==> src/hdl/pct_pkg.sv <==
// Package for the periodic callback timer table: sizes, codes, states.
// Used by pct_div, the top level and the testbench; depends on nothing.
`timescale 1ns / 1ps
package pct_pkg;
    localparam int SLOTS      = 16;
    localparam int SLOT_W     = (SLOTS > 1) ? $clog2(SLOTS) : 1;
    localparam int ROW_W      = 32 * 5 + 16 * 2;
    localparam int DIV_STEPS  = 32;

    typedef enum logic [1:0] {
        OP_ADD  = 2'd0,
        OP_REM  = 2'd1,
        OP_TICK = 2'd2,
        OP_NONE = 2'd3
    } t_op;

    typedef enum logic [1:0] {
        K_ADD  = 2'd0,
        K_REM  = 2'd1,
        K_FIRE = 2'd2,
        K_DONE = 2'd3
    } t_kind;

    typedef enum logic [3:0] {
        S_CLEAR, S_IDLE, S_DIV, S_SRD, S_SCHK, S_AWR, S_AOUT,
        S_REM, S_TRD, S_TCHK, S_TDONE
    } t_state;

    localparam logic [0:0] REG_PERIOD = 1'b0;
endpackage

==> src/hdl/pct_ram.sv <==
// Generic single-port synchronous RAM with a registered read.
// No dependencies.
`timescale 1ns / 1ps
module pct_ram #(
    parameter int WIDTH = 32,
    parameter int DEPTH = 16
) (
    input  logic                     i_clk,
    input  logic                     i_we,
    input  logic [$clog2(DEPTH)-1:0] i_addr,
    input  logic [WIDTH-1:0]         i_wdata,
    output logic [WIDTH-1:0]         o_rdata
);
    logic [WIDTH-1:0] r_mem [DEPTH];

    // write, and registered read
    always_ff @(posedge i_clk) begin
        if (i_we) begin
            r_mem[i_addr] <= i_wdata;
        end
        o_rdata <= r_mem[i_addr];
    end
endmodule

==> src/hdl/pct_div.sv <==
// Restoring divider, one quotient bit per cycle, quotient rounded up.
// Depends on pct_pkg.
`timescale 1ns / 1ps
module pct_div
    import pct_pkg::*;
(
    input  logic        i_clk,
    input  logic        i_rst_n,
    input  logic        i_start,
    input  logic [31:0] i_num,
    input  logic [9:0]  i_den,
    output logic        o_done,
    output logic [31:0] o_quot
);
    logic [31:0] r_q, n_q;
    logic [10:0] r_rem, n_rem;
    logic [9:0]  r_den;
    logic [5:0]  r_cnt, n_cnt;
    logic        r_busy;
    logic [10:0] w_sh;

    // shift one numerator bit in, subtract when it fits
    always_comb begin
        w_sh  = {r_rem[9:0], r_q[31]};
        n_q   = {r_q[30:0], 1'b0};
        n_rem = w_sh;
        if (w_sh >= {1'b0, r_den}) begin
            n_rem = w_sh - {1'b0, r_den};
            n_q[0] = 1'b1;
        end
        n_cnt = r_cnt + 6'd1;
    end

    always_ff @(posedge i_clk) begin
        if (!i_rst_n) begin
            r_busy <= 1'b0;
            o_done <= 1'b0;
        end else begin
            o_done <= 1'b0;
            if (i_start) begin
                r_busy <= 1'b1;
                r_cnt  <= '0;
                r_q    <= i_num;
                r_rem  <= '0;
                r_den  <= (i_den == '0) ? 10'd1 : i_den;
            end else if (r_busy) begin
                r_q   <= n_q;
                r_rem <= n_rem;
                r_cnt <= n_cnt;
                if (n_cnt == 6'(DIV_STEPS)) begin
                    r_busy <= 1'b0;
                    o_done <= 1'b1;
                end
            end
        end
    end

    assign o_quot = r_q + {31'd0, (r_rem != '0)};
endmodule

==> src/hdl/periodic_callback_timer_table.sv <==
// Top level of the periodic callback timer table: control sequencer,
// register port and the two slot memories. Depends on pct_pkg, pct_ram, pct_div.
//
//  channel   ports                              handshake
//  command   i_op .. i_cur_tid                  i_start while o_busy low
//  result    o_kind .. o_last                   o_valid, one cycle, no stall
//  config    psel penable pwrite paddr pwdata   APB, pready always high
//
// Add: the divider runs, then a slot search (read, check per slot) and a closing
// state, S_AWR or S_AOUT. Remove: the S_REM state.
// Tick: read and check per slot, then S_TDONE.
// After reset a clearing pass over all slots runs with o_busy high.
// One item at a time; results cannot be held off by the receiver.
`timescale 1ns / 1ps
module periodic_callback_timer_table
    import pct_pkg::*;
(
    input  logic        i_clk,
    input  logic        i_rst_n,
    input  logic        i_start,
    output logic        o_busy,
    input  logic [1:0]  i_op,
    input  logic [31:0] i_callback_addr,
    input  logic [31:0] i_delay_ms,
    input  logic [31:0] i_arg1,
    input  logic [31:0] i_arg2,
    input  logic [31:0] i_arg3,
    input  logic [31:0] i_arg4,
    input  logic [7:0]  i_slot_index,
    input  logic [15:0] i_cur_pid,
    input  logic [15:0] i_cur_tid,
    output logic        o_valid,
    output logic [1:0]  o_kind,
    output logic [5:0]  o_out_slot,
    output logic        o_ok,
    output logic [31:0] o_out_callback,
    output logic [31:0] o_out_arg1,
    output logic [31:0] o_out_arg2,
    output logic [31:0] o_out_arg3,
    output logic [31:0] o_out_arg4,
    output logic        o_last,
    input  logic        psel,
    input  logic        penable,
    input  logic        pwrite,
    input  logic [0:0]  paddr,
    input  logic [31:0] pwdata,
    output logic [31:0] prdata,
    output logic        pready
);
    t_state r_state, n_state;
    logic [9:0]  r_period;
    logic [31:0] r_count;
    logic [SLOT_W:0] r_idx;
    logic [31:0] r_cb, r_a1, r_a2, r_a3, r_a4, r_ticks;
    logic [15:0] r_pid, r_tid;
    logic [7:0]  r_sidx;

    // hot memory: callback + deadline; cold memory: args, period, owner
    logic              w_hwe, w_cwe;
    logic [SLOT_W-1:0] w_addr;
    logic [63:0]       w_hwd, w_hrd;
    logic [ROW_W-1:0]  w_cwd, w_crd;
    logic              w_div_start, w_div_done;
    logic [31:0]       w_quot;

    pct_ram #(.WIDTH(64), .DEPTH(SLOTS)) u_hot (
        .i_clk(i_clk), .i_we(w_hwe), .i_addr(w_addr), .i_wdata(w_hwd), .o_rdata(w_hrd));
    pct_ram #(.WIDTH(ROW_W), .DEPTH(SLOTS)) u_cold (
        .i_clk(i_clk), .i_we(w_cwe), .i_addr(w_addr), .i_wdata(w_cwd), .o_rdata(w_crd));
    pct_div u_div (
        .i_clk(i_clk), .i_rst_n(i_rst_n), .i_start(w_div_start), .i_num(i_delay_ms),
        .i_den(r_period), .o_done(w_div_done), .o_quot(w_quot));

    // unpack the read slot
    logic [31:0] w_scb, w_sdl, w_sper, w_sa1, w_sa2, w_sa3, w_sa4;
    logic [15:0] w_spid, w_stid;
    logic [31:0] w_cnt1;
    logic        w_last_slot, w_fire;
    assign {w_scb, w_sdl} = w_hrd;
    assign {w_sa1, w_sa2, w_sa3, w_sa4, w_sper, w_spid, w_stid} = w_crd;
    assign w_cnt1 = r_count;
    assign w_last_slot = (r_idx == (SLOT_W+1)'(SLOTS - 1));
    assign w_fire = (w_scb != '0) && (w_sdl < r_count) &&
                    (w_spid == r_pid) && (w_stid == r_tid);

    logic w_acc;
    assign w_acc = i_start && !o_busy;
    assign o_busy = (r_state != S_IDLE);
    assign pready = 1'b1;
    assign prdata = {22'd0, r_period};

    // next state
    always_comb begin
        n_state = r_state;
        case (r_state)
            S_CLEAR: if (w_last_slot) n_state = S_IDLE;
            S_IDLE: begin
                if (w_acc) begin
                    case (t_op'(i_op))
                        OP_ADD:  n_state = S_DIV;
                        OP_REM:  n_state = S_REM;
                        OP_TICK: n_state = S_TRD;
                        default: n_state = S_IDLE;
                    endcase
                end
            end
            S_DIV:  if (w_div_done) n_state = S_SRD;
            S_SRD:  n_state = S_SCHK;
            S_SCHK: begin
                if (w_hrd == '0) n_state = S_AWR;
                else if (w_last_slot) n_state = S_AOUT;
                else n_state = S_SRD;
            end
            S_AWR:  n_state = S_IDLE;
            S_AOUT: n_state = S_IDLE;
            S_REM:  n_state = S_IDLE;
            S_TRD:  n_state = S_TCHK;
            S_TCHK: n_state = w_last_slot ? S_TDONE : S_TRD;
            S_TDONE: n_state = S_IDLE;
            default: n_state = S_IDLE;
        endcase
    end

    // memory controls
    always_comb begin
        w_hwe = 1'b0;
        w_cwe = 1'b0;
        w_addr = r_idx[SLOT_W-1:0];
        w_hwd = '0;
        w_cwd = {r_a1, r_a2, r_a3, r_a4, r_ticks, r_pid, r_tid};
        w_div_start = w_acc && (t_op'(i_op) == OP_ADD);
        case (r_state)
            S_CLEAR: w_hwe = 1'b1;
            S_SCHK: if (w_hrd == '0) begin
                w_hwe = 1'b1;
                w_cwe = 1'b1;
                w_hwd = {r_cb, r_count + r_ticks};
            end
            S_REM: if (r_sidx < 8'(SLOTS)) begin
                w_hwe = 1'b1;
                w_addr = r_sidx[SLOT_W-1:0];
            end
            S_TCHK: if (w_fire) begin
                w_hwe = 1'b1;
                w_hwd = {w_scb, w_cnt1 + w_sper};
            end
            default: ;
        endcase
    end

    // registers
    always_ff @(posedge i_clk) begin
        if (!i_rst_n) begin
            r_state  <= S_CLEAR;
            r_period <= 10'd10;
            r_count  <= '0;
            r_idx    <= '0;
            o_valid  <= 1'b0;
        end else begin
            r_state <= n_state;
            o_valid <= 1'b0;
            o_ok    <= 1'b0;
            o_last  <= 1'b0;
            o_out_slot <= '0;
            o_out_callback <= '0;
            o_out_arg1 <= '0;
            o_out_arg2 <= '0;
            o_out_arg3 <= '0;
            o_out_arg4 <= '0;
            if (psel && penable && pwrite && paddr == REG_PERIOD) begin
                r_period <= pwdata[9:0];
            end
            case (r_state)
                S_CLEAR: r_idx <= w_last_slot ? '0 : r_idx + 1'b1;
                S_IDLE: begin
                    r_idx <= '0;
                    if (w_acc) begin
                        r_cb <= i_callback_addr;
                        r_a1 <= i_arg1;
                        r_a2 <= i_arg2;
                        r_a3 <= i_arg3;
                        r_a4 <= i_arg4;
                        r_sidx <= i_slot_index;
                        r_pid <= i_cur_pid;
                        r_tid <= i_cur_tid;
                        if (t_op'(i_op) == OP_TICK) r_count <= r_count + 32'd1;
                    end
                end
                S_DIV: r_ticks <= w_quot;
                S_SCHK: if (w_hrd != '0 && !w_last_slot) r_idx <= r_idx + 1'b1;
                default: ;
            endcase
            // results
            case (r_state)
                S_SCHK: if (w_hrd == '0 || w_last_slot) begin
                    o_valid <= 1'b1;
                    o_kind <= K_ADD;
                    o_last <= 1'b1;
                    if (w_hrd == '0) begin
                        o_ok <= 1'b1;
                        o_out_slot <= 6'(r_idx);
                    end
                end
                S_REM: begin
                    o_valid <= 1'b1;
                    o_kind <= K_REM;
                    o_last <= 1'b1;
                end
                S_TCHK: begin
                    if (!w_last_slot) r_idx <= r_idx + 1'b1;
                    if (w_fire) begin
                        o_valid <= 1'b1;
                        o_kind <= K_FIRE;
                        o_out_slot <= 6'(r_idx);
                        o_out_callback <= w_scb;
                        o_out_arg1 <= w_sa1;
                        o_out_arg2 <= w_sa2;
                        o_out_arg3 <= w_sa3;
                        o_out_arg4 <= w_sa4;
                    end
                end
                S_TDONE: begin
                    o_valid <= 1'b1;
                    o_kind <= K_DONE;
                    o_last <= 1'b1;
                end
                default: ;
            endcase
        end
    end
endmodule

==> config.mk <==
export PLATFORM = sky130hd
export DESIGN_NAME = periodic_callback_timer_table
export DESIGN_NICKNAME = d
export VERILOG_FILES = /design/src/hdl/pct_pkg.sv /design/src/hdl/pct_ram.sv /design/src/hdl/pct_div.sv /design/src/hdl/periodic_callback_timer_table.sv
export SDC_FILE = /design/constraint.sdc
export NUM_CORES = 2
export LEC_CHECK = 0
export BUFFER_PORTS_ARGS = -buffer_cell sky130_fd_sc_hd__buf_4
export CAP_MARGIN = 5
export CORE_MARGIN = 5
export CORE_UTILIZATION = 35
export DETAILED_ROUTE_END_ITERATION = 12
export HOLD_SLACK_MARGIN = 0.1
export RECOVER_POWER = 25
export SLEW_MARGIN = 20
export SYNTH_ARGS = -nofsm -noshare
export SYNTH_HDL_FRONTEND = slang
export SYNTH_SLANG_ARGS = --single-unit
==> constraint.sdc <==
create_clock -name i_clk -period 32.3 [get_ports i_clk]
set_input_delay 3.23 -clock i_clk [delete_from_list [all_inputs] [get_ports i_clk]]
set_output_delay 3.23 -clock i_clk [all_outputs]
set_load 0.02 [all_outputs]
==> qor.yml <==
status:
  outcome: "finished, final reports clean"
cells_and_area:
  area_of_the_multi_input_gates_sq_um: 33700
  fillerInstances: 45944
  final_nets: 11726
  seqCellArea_sq_um: 143000
  final_core_utilization_pct: 40.4
  area_growth_pct: 15.4
  post_route_cells_drive_above_1_share_pct: 12.5
critical_path:
  critPathMostFrequentCell: "buf_4"
  arrival_ns: 8.62
  startpoint_type: "flip-flop"
  cp_slowest_stage_delay_ns: 0.92
  worst-r2r-cell-count: 15
  critPathSlowestCell: "buf_4"
  r2r_end: "u_cold.o_rdata[146]"
  critical_path.startpoint: "r_state[2]"
  setup.worst_path.end_class: "flip-flop"
  path_class: "reg2reg"
  critical_path_required_ns: 33.30
  critical_path.max_fanout: 78
  r2r_start: "r_state[2]"
  register_to_register_path_setup_slack_ns: 24.68
  timing.critical_path.cells: "nor4b_1, nand4b_1, buf_4, o21ai_4, buf_4, buf_4, buf_4, buf_4, buf_4, buf_4, buf_4, a22oi_1, nand3_1, nand3_1, nand2_1"
  worst_setup_endpoint: "u_cold.o_rdata[146]"
synthesis:
  ys_ff_latch: 4866
  synthCells: 10872
  async_reset_ff_share_pct: 0
  synthesis.area_per_instance_sq_um: 16.5
  mappedNetlistArea_sq_um: 179000
  yosysWarningCount: 0
  synth_xor_area_share_pct: 0.703
  synth_adder_area_share_pct: 0.801
  synth_compound_area_share_pct: 9.93
  synth_edf_count: 4556
  netlist-cell-type-count: 76
  synthSimpleGateAreaFrac_pct: 7.02
  muxShareOfSynthArea_pct: 0.0349
  synth_seq_area_share_pct: 79.7
  dominantRegCellSynth: "edfxtp_1"
  main_combinational_cell_family_by_area_after_synthesis: "compound AO/OA/AOI/OAI gates"
drt:
  drt-initial-drc-count: 11679
  drc: 0
  drt_first_pass_iters: 6
  antenna_left: 0
  detail_route.wl_per_cell_um: 26.9
  route.vias.total: 102061
  avgViaCountPerCell: 5.51
  routed_wl_um: 499000
clock_tree:
  cts_inserted_buffers: 484
  tritoncts_num_sinks: 4866
  htree_levels: 5
  clkLatencyLatePin_ns: 1.12
  cts-hold-fix-buffers: 0
  path_clk_slew_ns: 0.06
  post-cts-setup-buffers: 0
  cts_tree: "yes"
  root_cell_of_the_clock_tree: "clkbuf_16"
  ctsLongestPathBuffers: 4
  post_cts_resized: 0
timing:
  grt_setup_unrepaired: "no"
  finalHoldWorstSlack_ns: 0.382
  finalSetupViolations: 0
  drv_slew: 0
  layout_worst_path_cycle_share_pct: 23.6
  max_slew.worst_pin.slew_ns: 1.34
  final_hold_viol_count: 0
  min_period_ns: 7.62
  max_freq_mhz: 131
  slew-limit-headroom_pct: 10.9
  finalClockSkew_ns: 0.177
  fin_tns_setup_ns: 0
grt:
  initial_antenna_violation_count: 30
  grt_max_degree: 146
  via_count_of_the_first_global_routing_pass: 100651
  wire_length_of_the_first_global_routing_pass_um: 714000
  grt_util_all_layers_pct: 18.1
  grt-ovfl-total: 0
floorplanning:
  die_height_um: 726
  placeableCoreArea_sq_um: 512000
  pin_count: 478
  initial_utilization_pct: 35.0
  die_area_sq_um: 527000
  die_width_um: 726
  floorplan.rows: 263
place:
  dp_hpwl_um: 253000
  placement.io_buffers: 431
  globalplace.congestion: 0.778
power:
  power_share_of_the_clock_group_pct: 42.8
  power.ir.vdd_worst_v: 0.0000542
  p_per_area_nw_per_um2: 64.3
  total_switching_power_mw: 2.93
  comb_power_share_pct: 5.0
  power_frac_seq_pct: 52.2
  p_leak_nw: 68.4
  swShare_pct: 22.0
  internal_power_mw: 10.4
min_path:
  worst_hold_path_type: "reg2reg"
  min-delay-start: "u_cold.o_rdata[176]"
run:
  drv_cap: 0
-- power by group through the flow --
stage | registers [mW] | logic [mW] | clock network, mW
after global placement | 7.08 | 0.671 | 0
after floorplan | 7.06 | 0.414 | 0
after CTS | 6.95 | 0.673 | 5.79
after detailed placement | 7.09 | 0.670 | 0
after global routing | 6.95 | 0.729 | 6.06
final | 6.95 | 0.670 | 5.69
-- layout make-up --
type                    instances  share of cell area [%]
multi-input cells            5240                    16.3
clock buffers                 658                    6.44
well taps                    6757                    4.08
repair buffers                676                    2.54
flip-flops and latches       4866                    69.1
diodes                          6                 0.00725
clock inverters               260                    1.44
inverters                      72                   0.131
-- sequential cells by signal, indices dropped and copies added, names as in the netlist, 64 cells and up --
signal,flops
u_cold.r_mem,3072
u_hot.r_mem,1024
u_cold.o_rdata,192
u_hot.o_rdata,64
-- worst max-delay path, delay by kind of cell (launching register included) --
family / cells / cell delay (ns)
buf+inv: 8 / 5.37
compound gates: 2 / 0.38
flops: 1 / 0.75
simple gates: 5 / 0.91
-- worst min path at each step --
stage                          end  depth (start not counted)
finish              o_out_arg1[16]                          1
global route        o_out_arg1[16]                          1
CTS                 o_out_arg1[16]                          1
detailed placement    u_div.o_done                          2
global placement      u_div.o_done                          2
floorplan             u_div.o_done                          2
-- metal layers --
metal  up-vias  global-route usage, %  wire (um)
li1      44592                      -          -
met1     52469                   25.7     214000
met2      4258                   29.1     233000
met3       728                   3.13      39900
met4        14                   4.36      12000
met5         -                      0         90
-- per-stage QoR --
| step | power [mW] | instances | cell area, sq um | setup WS, ns |
|---|---|---|---|---|
| finish | 13.3 | 18535 | 207000 | 24.68 |
| global route | 13.7 | 18533 | 207000 | 24.39 |
| CTS | 13.4 | 18529 | 207000 | 24.76 |
| global placement | 7.76 | 17611 | 191000 | 24.60 |
| floorplan | 7.48 | 10894 | 179000 | 21.54 |
| detailed placement | 7.76 | 17611 | 191000 | 24.59 |
-- Yosys cell counts, types with 11 or more instances --
| library cell | n | area [sq um] |
|---|---|---|
| a211oi_1 | 21 | 158 |
| a21boi_0 | 19 | 143 |
| a21o_1 | 66 | 495 |
| a21oi_1 | 70 | 350 |
| a22oi_1 | 2051 | 15400 |
| and2_1 | 194 | 1210 |
| and3_1 | 22 | 138 |
| and4_1 | 16 | 140 |
| buf_1 | 66 | 248 |
| buf_2 | 103 | 515 |
| buf_4 | 25 | 188 |
| clkbuf_1 | 522 | 1960 |
| dfxtp_1 | 310 | 6210 |
| edfxtp_1 | 4556 | 137000 |
| ha_1 | 110 | 1380 |
| inv_1 | 72 | 270 |
| nand2_1 | 463 | 1740 |
| nand2b_1 | 11 | 68.8 |
| nand3_1 | 1583 | 7920 |
| nand4_1 | 23 | 144 |
| nor2_1 | 98 | 368 |
| nor2b_1 | 26 | 163 |
| nor3_1 | 27 | 135 |
| nor4_1 | 31 | 194 |
| o21ai_0 | 69 | 345 |
| o21bai_1 | 11 | 82.6 |
| o22ai_1 | 24 | 150 |
| or3_1 | 13 | 81.3 |
| xnor2_1 | 77 | 674 |
| xor2_1 | 67 | 587 |
-- cells in the final DEF (no fill, tap or decap), drive strengths merged, types with 22 or more instances in the layout --
| master | synthesis | routed |
|---|---|---|
| o22ai | 24 | 24 |
| bufinv | 0 | 46 |
| clkinvlp | 0 | 22 |
| and3 | 22 | 22 |
| clkbuf | 522 | 661 |
| nor3 | 28 | 28 |
| dfxtp | 310 | 310 |
| nand4 | 23 | 23 |
| nor4 | 32 | 32 |
| buf | 194 | 673 |
| nor2 | 98 | 98 |
| o21ai | 72 | 72 |
| xnor2 | 77 | 77 |
| inv | 72 | 83 |
| a21oi | 70 | 70 |
| clkinv | 0 | 181 |
| a22oi | 2051 | 2051 |
| a21o | 66 | 66 |
| nand2 | 463 | 463 |
| conb | 2 | 24 |
| nand3 | 1584 | 1584 |
| ha | 110 | 110 |
| edfxtp | 4556 | 4556 |
| xor2 | 67 | 67 |
| and2 | 194 | 194 |
| nor2b | 26 | 26 |
-- kinds of logic (layout without fill, tap and decap cells) --
kind of cell             after synthesis  after routing
AO/OA/AOI/OAI                       2415           2415
XOR/XNOR                             144            144
adder cells (fa/ha/maj)              113            113
buffers and inverters                788           1666
flip-flops                          4866           4866
multiplexers                           6              6
other                                  2             30
AND/OR/NAND/NOR                     2538           2538
(Power assumes the default switching activity.)
